===== src/design/sckev_pkg.sv =====
// shared types, constants and us-layout translation tables for the scancode decoder
`default_nettype none
package sckev_pkg;

    localparam logic [7:0] PREFIX_BYTE = 8'hE0;
    localparam int         CODE_W      = 7;
    localparam int         ASCII_W     = 7;

    localparam logic [CODE_W-1:0] LSHIFT_CODE = 7'h2A;
    localparam logic [CODE_W-1:0] RSHIFT_CODE = 7'h36;
    localparam logic [CODE_W-1:0] CTRL_CODE   = 7'h1D;
    localparam logic [CODE_W-1:0] ALT_CODE    = 7'h38;
    localparam logic [CODE_W-1:0] CAPS_CODE   = 7'h3A;

    localparam logic [ASCII_W-1:0] NO_CHAR     = 7'h00;
    localparam logic [ASCII_W-1:0] LOWER_A     = 7'h61;
    localparam logic [ASCII_W-1:0] LOWER_Z     = 7'h7A;
    localparam logic [ASCII_W-1:0] UPPER_A     = 7'h41;
    localparam logic [ASCII_W-1:0] UPPER_Z     = 7'h5A;
    localparam logic [ASCII_W-1:0] CASE_OFFSET = 7'h20;

    typedef struct packed {
        logic shift;
        logic ctrl;
        logic alt;
        logic caps;
    } mod_state_t;

    function automatic logic [ASCII_W-1:0] plain_char(input logic [CODE_W-1:0] code);
        logic [ASCII_W-1:0] ch;
        case (code)
            7'h02: ch = 7'h31; 7'h03: ch = 7'h32; 7'h04: ch = 7'h33; 7'h05: ch = 7'h34;
            7'h06: ch = 7'h35; 7'h07: ch = 7'h36; 7'h08: ch = 7'h37; 7'h09: ch = 7'h38;
            7'h0A: ch = 7'h39; 7'h0B: ch = 7'h30; 7'h0C: ch = 7'h2D; 7'h0D: ch = 7'h3D;
            7'h0E: ch = 7'h08; 7'h0F: ch = 7'h09;
            7'h10: ch = 7'h71; 7'h11: ch = 7'h77; 7'h12: ch = 7'h65; 7'h13: ch = 7'h72;
            7'h14: ch = 7'h74; 7'h15: ch = 7'h79; 7'h16: ch = 7'h75; 7'h17: ch = 7'h69;
            7'h18: ch = 7'h6F; 7'h19: ch = 7'h70; 7'h1A: ch = 7'h5B; 7'h1B: ch = 7'h5D;
            7'h1C: ch = 7'h0A;
            7'h1E: ch = 7'h61; 7'h1F: ch = 7'h73; 7'h20: ch = 7'h64; 7'h21: ch = 7'h66;
            7'h22: ch = 7'h67; 7'h23: ch = 7'h68; 7'h24: ch = 7'h6A; 7'h25: ch = 7'h6B;
            7'h26: ch = 7'h6C; 7'h27: ch = 7'h3B; 7'h28: ch = 7'h27; 7'h29: ch = 7'h60;
            7'h2B: ch = 7'h5C;
            7'h2C: ch = 7'h7A; 7'h2D: ch = 7'h78; 7'h2E: ch = 7'h63; 7'h2F: ch = 7'h76;
            7'h30: ch = 7'h62; 7'h31: ch = 7'h6E; 7'h32: ch = 7'h6D; 7'h33: ch = 7'h2C;
            7'h34: ch = 7'h2E; 7'h35: ch = 7'h2F; 7'h39: ch = 7'h20;
            default: ch = NO_CHAR;
        endcase
        return ch;
    endfunction

    function automatic logic [ASCII_W-1:0] shifted_char(input logic [CODE_W-1:0] code);
        logic [ASCII_W-1:0] ch;
        case (code)
            7'h02: ch = 7'h21; 7'h03: ch = 7'h40; 7'h04: ch = 7'h23; 7'h05: ch = 7'h24;
            7'h06: ch = 7'h25; 7'h07: ch = 7'h5E; 7'h08: ch = 7'h26; 7'h09: ch = 7'h2A;
            7'h0A: ch = 7'h28; 7'h0B: ch = 7'h29; 7'h0C: ch = 7'h5F; 7'h0D: ch = 7'h2B;
            7'h0E: ch = 7'h08; 7'h0F: ch = 7'h09;
            7'h10: ch = 7'h51; 7'h11: ch = 7'h57; 7'h12: ch = 7'h45; 7'h13: ch = 7'h52;
            7'h14: ch = 7'h54; 7'h15: ch = 7'h59; 7'h16: ch = 7'h55; 7'h17: ch = 7'h49;
            7'h18: ch = 7'h4F; 7'h19: ch = 7'h50; 7'h1A: ch = 7'h7B; 7'h1B: ch = 7'h7D;
            7'h1C: ch = 7'h0A;
            7'h1E: ch = 7'h41; 7'h1F: ch = 7'h53; 7'h20: ch = 7'h44; 7'h21: ch = 7'h46;
            7'h22: ch = 7'h47; 7'h23: ch = 7'h48; 7'h24: ch = 7'h4A; 7'h25: ch = 7'h4B;
            7'h26: ch = 7'h4C; 7'h27: ch = 7'h3A; 7'h28: ch = 7'h22; 7'h29: ch = 7'h7E;
            7'h2B: ch = 7'h7C;
            7'h2C: ch = 7'h5A; 7'h2D: ch = 7'h58; 7'h2E: ch = 7'h43; 7'h2F: ch = 7'h56;
            7'h30: ch = 7'h42; 7'h31: ch = 7'h4E; 7'h32: ch = 7'h4D; 7'h33: ch = 7'h3C;
            7'h34: ch = 7'h3E; 7'h35: ch = 7'h3F; 7'h39: ch = 7'h20;
            default: ch = NO_CHAR;
        endcase
        return ch;
    endfunction

endpackage
`default_nettype wire


===== src/design/sckev_xlate.sv =====
// make code to us ascii translation with shift table select, caps case flip and enable gating
`default_nettype none
module sckev_xlate (
    input  wire logic [sckev_pkg::CODE_W-1:0]  code,
    input  wire sckev_pkg::mod_state_t         mods,
    input  wire logic                          enable,
    output logic      [sckev_pkg::ASCII_W-1:0] ascii
);
    import sckev_pkg::*;

    logic [ASCII_W-1:0] table_ch;

    always_comb begin
        table_ch = mods.shift ? shifted_char(code) : plain_char(code);
        ascii    = table_ch;
        // caps flips letter case after the table pick
        if (mods.caps) begin
            if (table_ch >= LOWER_A && table_ch <= LOWER_Z) begin
                ascii = table_ch - CASE_OFFSET;
            end else if (table_ch >= UPPER_A && table_ch <= UPPER_Z) begin
                ascii = table_ch + CASE_OFFSET;
            end
        end
        if (!enable) begin
            ascii = NO_CHAR;
        end
    end

endmodule
`default_nettype wire


===== src/design/scancode_to_key_event.sv =====
// top level: ps/2 set-1 scancode byte stream to key event stream
//
// Takes one raw scancode byte per transaction on the s_ channel and gives one key
// event per transaction on the m_ channel for every byte except the 0xE0 prefix,
// which only marks the next byte as an extended key and produces nothing. Each
// event carries the make code (bit 7 set for extended keys), the us-layout ascii
// character (0 for releases, extended keys and unmapped codes), a press flag and
// the shift/ctrl/alt/caps state after the byte. The block sustains one byte per
// clock while m_ready stays high: a byte sits in an input register, where the
// modifier update and table lookup run as shallow logic, and its event then
// sits in the output register until taken. m_valid rises once the event is
// written from the input register into the output register, which can wait on
// m_ready. s_ready follows m_ready combinationally through the two-entry pipe.
`default_nettype none
module scancode_to_key_event (
    input  wire logic       aclk,
    input  wire logic       aresetn,
    input  wire logic       s_valid,
    output logic            s_ready,
    input  wire logic [7:0] s_scan_byte,
    output logic            m_valid,
    input  wire logic       m_ready,
    output logic      [7:0] m_key_code,
    output logic      [6:0] m_ascii_char,
    output logic            m_is_press,
    output logic            m_shift_flag,
    output logic            m_ctrl_flag,
    output logic            m_alt_flag,
    output logic            m_caps_flag
);
    import sckev_pkg::*;

    // input stage
    logic       in_valid_reg;
    logic [7:0] in_byte_reg;

    // persistent decoder state
    mod_state_t mods_reg, mods_next;
    logic       ext_reg;

    // output stage
    logic               out_valid_reg;
    logic [7:0]         out_code_reg;
    logic [ASCII_W-1:0] out_ascii_reg;
    logic               out_press_reg;
    mod_state_t         out_mods_reg;

    logic               is_prefix;
    logic               release_bit;
    logic [CODE_W-1:0]  code;
    logic               out_free;
    logic               consume;
    logic               emit;
    logic [ASCII_W-1:0] ascii;

    assign is_prefix   = (in_byte_reg == PREFIX_BYTE);
    assign release_bit = in_byte_reg[7];
    assign code        = in_byte_reg[CODE_W-1:0];

    // output register can take a new event when empty or being drained
    assign out_free = !out_valid_reg || m_ready;
    // a prefix byte never needs the output register
    assign consume  = in_valid_reg && (is_prefix || out_free);
    assign emit     = consume && !is_prefix;
    assign s_ready  = !in_valid_reg || consume;

    // modifier update from the make code, extended or not
    always_comb begin
        mods_next = mods_reg;
        if (code == LSHIFT_CODE || code == RSHIFT_CODE) begin
            mods_next.shift = !release_bit;
        end else if (code == CTRL_CODE) begin
            mods_next.ctrl = !release_bit;
        end else if (code == ALT_CODE) begin
            mods_next.alt = !release_bit;
        end else if (code == CAPS_CODE && !release_bit) begin
            mods_next.caps = !mods_reg.caps;
        end
    end

    // only plain presses get a character
    sckev_xlate u_xlate (
        .code   (code),
        .mods   (mods_next),
        .enable (!release_bit && !ext_reg),
        .ascii  (ascii)
    );

    always_ff @(posedge aclk) begin
        if (!aresetn) begin
            in_valid_reg  <= 1'b0;
            out_valid_reg <= 1'b0;
            mods_reg      <= '0;
            ext_reg       <= 1'b0;
        end else begin
            if (s_ready) begin
                in_valid_reg <= s_valid;
            end
            if (consume) begin
                if (is_prefix) begin
                    ext_reg <= 1'b1;
                end else begin
                    ext_reg  <= 1'b0;
                    mods_reg <= mods_next;
                end
            end
            if (emit) begin
                out_valid_reg <= 1'b1;
            end else if (m_ready) begin
                out_valid_reg <= 1'b0;
            end
        end
    end

    // payload registers, no reset
    always_ff @(posedge aclk) begin
        if (s_ready && s_valid) begin
            in_byte_reg <= s_scan_byte;
        end
        if (emit) begin
            out_code_reg  <= {ext_reg, code};
            out_ascii_reg <= ascii;
            out_press_reg <= !release_bit;
            out_mods_reg  <= mods_next;
        end
    end

    assign m_valid      = out_valid_reg;
    assign m_key_code   = out_code_reg;
    assign m_ascii_char = out_ascii_reg;
    assign m_is_press   = out_press_reg;
    assign m_shift_flag = out_mods_reg.shift;
    assign m_ctrl_flag  = out_mods_reg.ctrl;
    assign m_alt_flag   = out_mods_reg.alt;
    assign m_caps_flag  = out_mods_reg.caps;

endmodule
`default_nettype wire

===== config.mk =====
export PLATFORM = sky130hd
export DESIGN_NAME = scancode_to_key_event
export DESIGN_NICKNAME = d
export VERILOG_FILES = /design/src/design/sckev_pkg.sv /design/src/design/sckev_xlate.sv /design/src/design/scancode_to_key_event.sv
export SDC_FILE = /design/constraint.sdc
export NUM_CORES = 1
export LEC_CHECK = 0
export BUFFER_PORTS_ARGS = -buffer_cell sky130_fd_sc_hd__buf_2
export CORE_UTILIZATION = 45
export DETAILED_ROUTE_END_ITERATION = 8
export GPL_ROUTABILITY_DRIVEN = 1
export HOLD_SLACK_MARGIN = 0.02
export SETUP_SLACK_MARGIN = 0.2
export SLEW_MARGIN = 30
export SYNTH_ARGS = -nofsm -noshare
export SYNTH_HDL_FRONTEND = slang
export SYNTH_SLANG_ARGS = --single-unit

===== constraint.sdc =====
create_clock -name aclk -period 4.25 [get_ports aclk]
set_input_delay 0.425 -clock aclk [delete_from_list [all_inputs] [get_ports aclk]]
set_output_delay 0.425 -clock aclk [all_outputs]
set_load 0.01 [all_outputs]

==> impl_metrics.csv <==
group,metric,value,unit
clock_network,cts.repair_timing.setup_buffer_count,0,
global_route,met3_usage,2.26,%
route,totalWireLength,8.61,mm
clock_network,tritoncts,"yes",
pwr,power_leakage,1.38,nW
critical_path,cp-start-kind,"flip-flop",
critical_path,cp_max_fo,13,
synthesis,syn_nets,409,
critical_path,timing.critical_path.mode_cell,"sky130_fd_sc_hd__mux2i_1",
critical_path,critical_register_to_register_path_startpoint,"in_byte_reg[4]$_DFFE_PN_",
cells_and_area,final_core_util,52.5,%
global_route,grt_use_total,23.6,%
route,via_count,3154,
critical_path,worst_ep_required_time,4.42,ns
synthesis,netlist_instances,383,
floorplanning,fp.dieArea,7740,um2
cells_and_area,final_cell_mix,"sky130_fd_sc_hd__nand2_1 (58), sky130_fd_sc_hd__buf_2 (33), sky130_fd_sc_hd__nor2_1 (30), sky130_fd_sc_hd__edfxtp_1 (28), sky130_fd_sc_hd__a21oi_1 (26)",
critical_path,cp.arrival,3.88,ns
hold_path,hold_crit_class,"primary input to flip-flop",
hold_path,worstHoldStart,"s_scan_byte[7]",
synthesis,netlist.area_leader.share,25.3,%
cells_and_area,antenna_cells_inserted,0,
route,drtPass1Iterations,4,
cells_and_area,areaGrowthSynthToFinish,10.2,%
synthesis,yosysTopAreaCell,"sky130_fd_sc_hd__edfxtp_1",
outcome,outcome,"finished clean",
place,dpl.hpwl,6.10,mm
pwr,p_per_area,323,nW/um2
route,drt-initial-drc-count,254,
floorplanning,floorplan.core_area,6980,um2
clock_network,cts-buffers-inserted,5,
floorplanning,design.portCount,34,
floorplanning,start_util,47.7,%
critical_path,end_kind,"flip-flop",
critical_path,setup.worst_path.start,"in_byte_reg[4]$_DFFE_PN_",
clock_network,hold_buf_cts,0,
synthesis,synth_flop_cell,"sky130_fd_sc_hd__edfxtp_1",
clock_network,clock_sink_count,49,
route,avgRoutedWirePerCell,17.0,um
global_route,grt.busiest_layer,"met2",
global_route,global_route_wire_length_before_repair,14.4,mm
floorplanning,floorplan.die.height,88,um
route,final_antenna_net_count,0,
timing,fin_crit,3.71,ns
global_route,initial_antenna_violation_count,0,
critical_path,critical-path-top-delay-family,"simple AND/OR/NAND/NOR gates",
timing,count_of_endpoints_failing_setup_in_the_final_report,0,
place,gp_routability_congestion,0.948,
timing,fmax,269,MHz
cells_and_area,filler_cell_count,677,
route,drt-vias-per-instance,6.23,
global_route,globalRouteMet2Util,38.0,%
critical_path,critical_path.cell_chain,"and3b_1 > o21a_1 > o21ai_4 > inv_2 > mux2i_1 > or2_1 > ha_1 > and4b_1 > a31oi_1 > o22ai_1 > mux2i_1 > a221o_1 > or4_1 > nand3_1",
clock_network,htreeDepth,2,
cells_and_area,layout_commonest_cell,"sky130_fd_sc_hd__nand2_1",
timing,totalNegativeSetupSlack,0,ns
timing,setup_repair_after_global_routing_missed_its_margin,"no",
timing,finalCritPeriodShare,87.3,%
floorplanning,floorplan.die.width,88,um
synthesis,syn_avg_cell_area,8.69,um2
synthesis,postSynthRegisterBits,49,
cells_and_area,nNetsFinal,435,
synthesis,cell_area_after_synthesis,3330,um2
synthesis,synth_cell_type_count,81,
timing,final.setup_skew,0.0155,ns
timing,timing.slew.headroom,38.5,%
clock_network,clock_insertion_delay_at_the_later_pin_of_the_skew_report,0.31,ns
clock_network,post_cts_resize_count,0,
synthesis,netlist_top_cells_area,"sky130_fd_sc_hd__edfxtp_1 (25%), sky130_fd_sc_hd__dfxtp_1 (13%), sky130_fd_sc_hd__nand2_1 (6.5%), sky130_fd_sc_hd__ha_1 (5.3%), sky130_fd_sc_hd__a21oi_1 (3.9%)",
global_route,grt_max_degree,25,
clock_network,clk_root_buffer_cell,"sky130_fd_sc_hd__clkbuf_8",
synthesis,postSynth.asyncResetShare,0,%
global_route,global_route.overflow_total,0,
global_route,grt_use_met1,33.6,%
critical_path,timing.critical_path.buf_inv,1,
floorplanning,core.rowCount,30,
critical_path,cp_slowest_stage_delay,0.54,ns
synthesis,ys_warn_count,0,
timing,timing_hold_violations_final,0,
critical_path,critPathKind,"flip-flop to flip-flop",
synthesis,seq_area_frac_synth,37.9,%
route,drt_drc_violations_left,0,
clock_network,clockBufferDepth,2,
run,drv.max_cap_violation_count,0,
synthesis,synth-edff-count,28,
critical_path,worst_path_max_delay_cell,"sky130_fd_sc_hd__edfxtp_1",
global_route,first_global_vias,2815,
critical_path,reg2reg_setup_slack,0.54,ns
timing,transition_time_of_the_tightest_slew_check_pin,0.916,ns
pwr,power.ir.vdd_worst,198,uV
cells_and_area,drive_above_1_share,16.6,%
timing,slew_violations,0,
clock_network,clkTransAtPathRegs,0.10,ns
place,place.port_buffers,33,
-- final cells by class --
type	instances	area, um2	area share, %
clock buffers	5	68.8	1.88
multi-input cells	296	1910	52.2
clock inverters	3	26.3	0.716
inverters	18	67.6	1.84
flip-flops and latches	49	1260	34.4
well taps	96	120	3.27
repair buffers	39	210	5.73
-- metrics by stage --
step	total power (W)	setup WS (ns)	cells	hold slack, ns	instance area (um2)
6_report	0.00119	0.539	506	0.285	3670
5_1_grt	0.00125	0.270	506	0.287	3670
4_1_cts	0.00119	0.576	506	0.276	3670
3_5_place_dp	0.000901	0.634	498	0.488	3570
3_3_place_gp	0.000904	0.713	498	0.469	3570
2_1_floorplan	0.000812	0.909	383	0.455	3330
-- synth_stat cells, types with 3 or more instances --
cell	count
sky130_fd_sc_hd__nand2_1	58
sky130_fd_sc_hd__nor2_1	31
sky130_fd_sc_hd__edfxtp_1	28
sky130_fd_sc_hd__a21oi_1	26
sky130_fd_sc_hd__dfxtp_1	21
sky130_fd_sc_hd__o21ai_0	17
sky130_fd_sc_hd__inv_1	16
sky130_fd_sc_hd__ha_1	14
sky130_fd_sc_hd__nand3_1	10
sky130_fd_sc_hd__buf_2	9
sky130_fd_sc_hd__nor3_1	8
sky130_fd_sc_hd__clkbuf_1	7
sky130_fd_sc_hd__o211ai_1	7
sky130_fd_sc_hd__nor4_1	6
sky130_fd_sc_hd__a21boi_0	5
sky130_fd_sc_hd__or3_1	5
sky130_fd_sc_hd__a211oi_1	4
sky130_fd_sc_hd__a22oi_1	4
sky130_fd_sc_hd__a31oi_1	4
sky130_fd_sc_hd__nand2b_1	4
sky130_fd_sc_hd__a221oi_1	3
sky130_fd_sc_hd__a2bb2oi_1	3
sky130_fd_sc_hd__a311oi_1	3
sky130_fd_sc_hd__a32oi_1	3
sky130_fd_sc_hd__and2_1	3
sky130_fd_sc_hd__and3b_1	3
sky130_fd_sc_hd__mux2i_1	3
sky130_fd_sc_hd__nand4_1	3
sky130_fd_sc_hd__nor3b_1	3
sky130_fd_sc_hd__o2111ai_1	3
sky130_fd_sc_hd__o22ai_1	3
-- layer usage --
metal	up-vias	wire length (um)
met5	-	0
met4	0	127
met3	13	549
met2	136	3980
met1	1515	3950
li1	1490	-
-- worst paths after layout --
check,cells after the start,to
worst max-delay path,14,m_ascii_char[6]$_SDFFCE_PN0P_
worst min-delay path,1,in_byte_reg[7]$_DFFE_PN_
worst max register to register,14,m_ascii_char[6]$_SDFFCE_PN0P_
worst min register to register,2,mods_reg[1]$_SDFFE_PN0P_
-- where the power goes --
part | switching (W) | leakage [nW] | internal (W)
Sequential | 0.0000442 | 0.439 | 0.000546
Combinational | 0.000193 | 0.898 | 0.000117
Clock | 0.000166 | 0.0423 | 0.000120
Total | 0.000403 | 1.38 | 0.000783
-- cell families after synthesis --
group / count (synthesis) / share of synthesized area, %
simple gates: 157 / 23.9
compound gates: 118 / 25.7
flops: 49 / 37.9
buf+inv: 38 / 4.96
fa+ha+maj: 14 / 5.26
mux: 5 / 1.77
xor+xnor: 2 / 0.526
(Power assumes the default switching activity.)
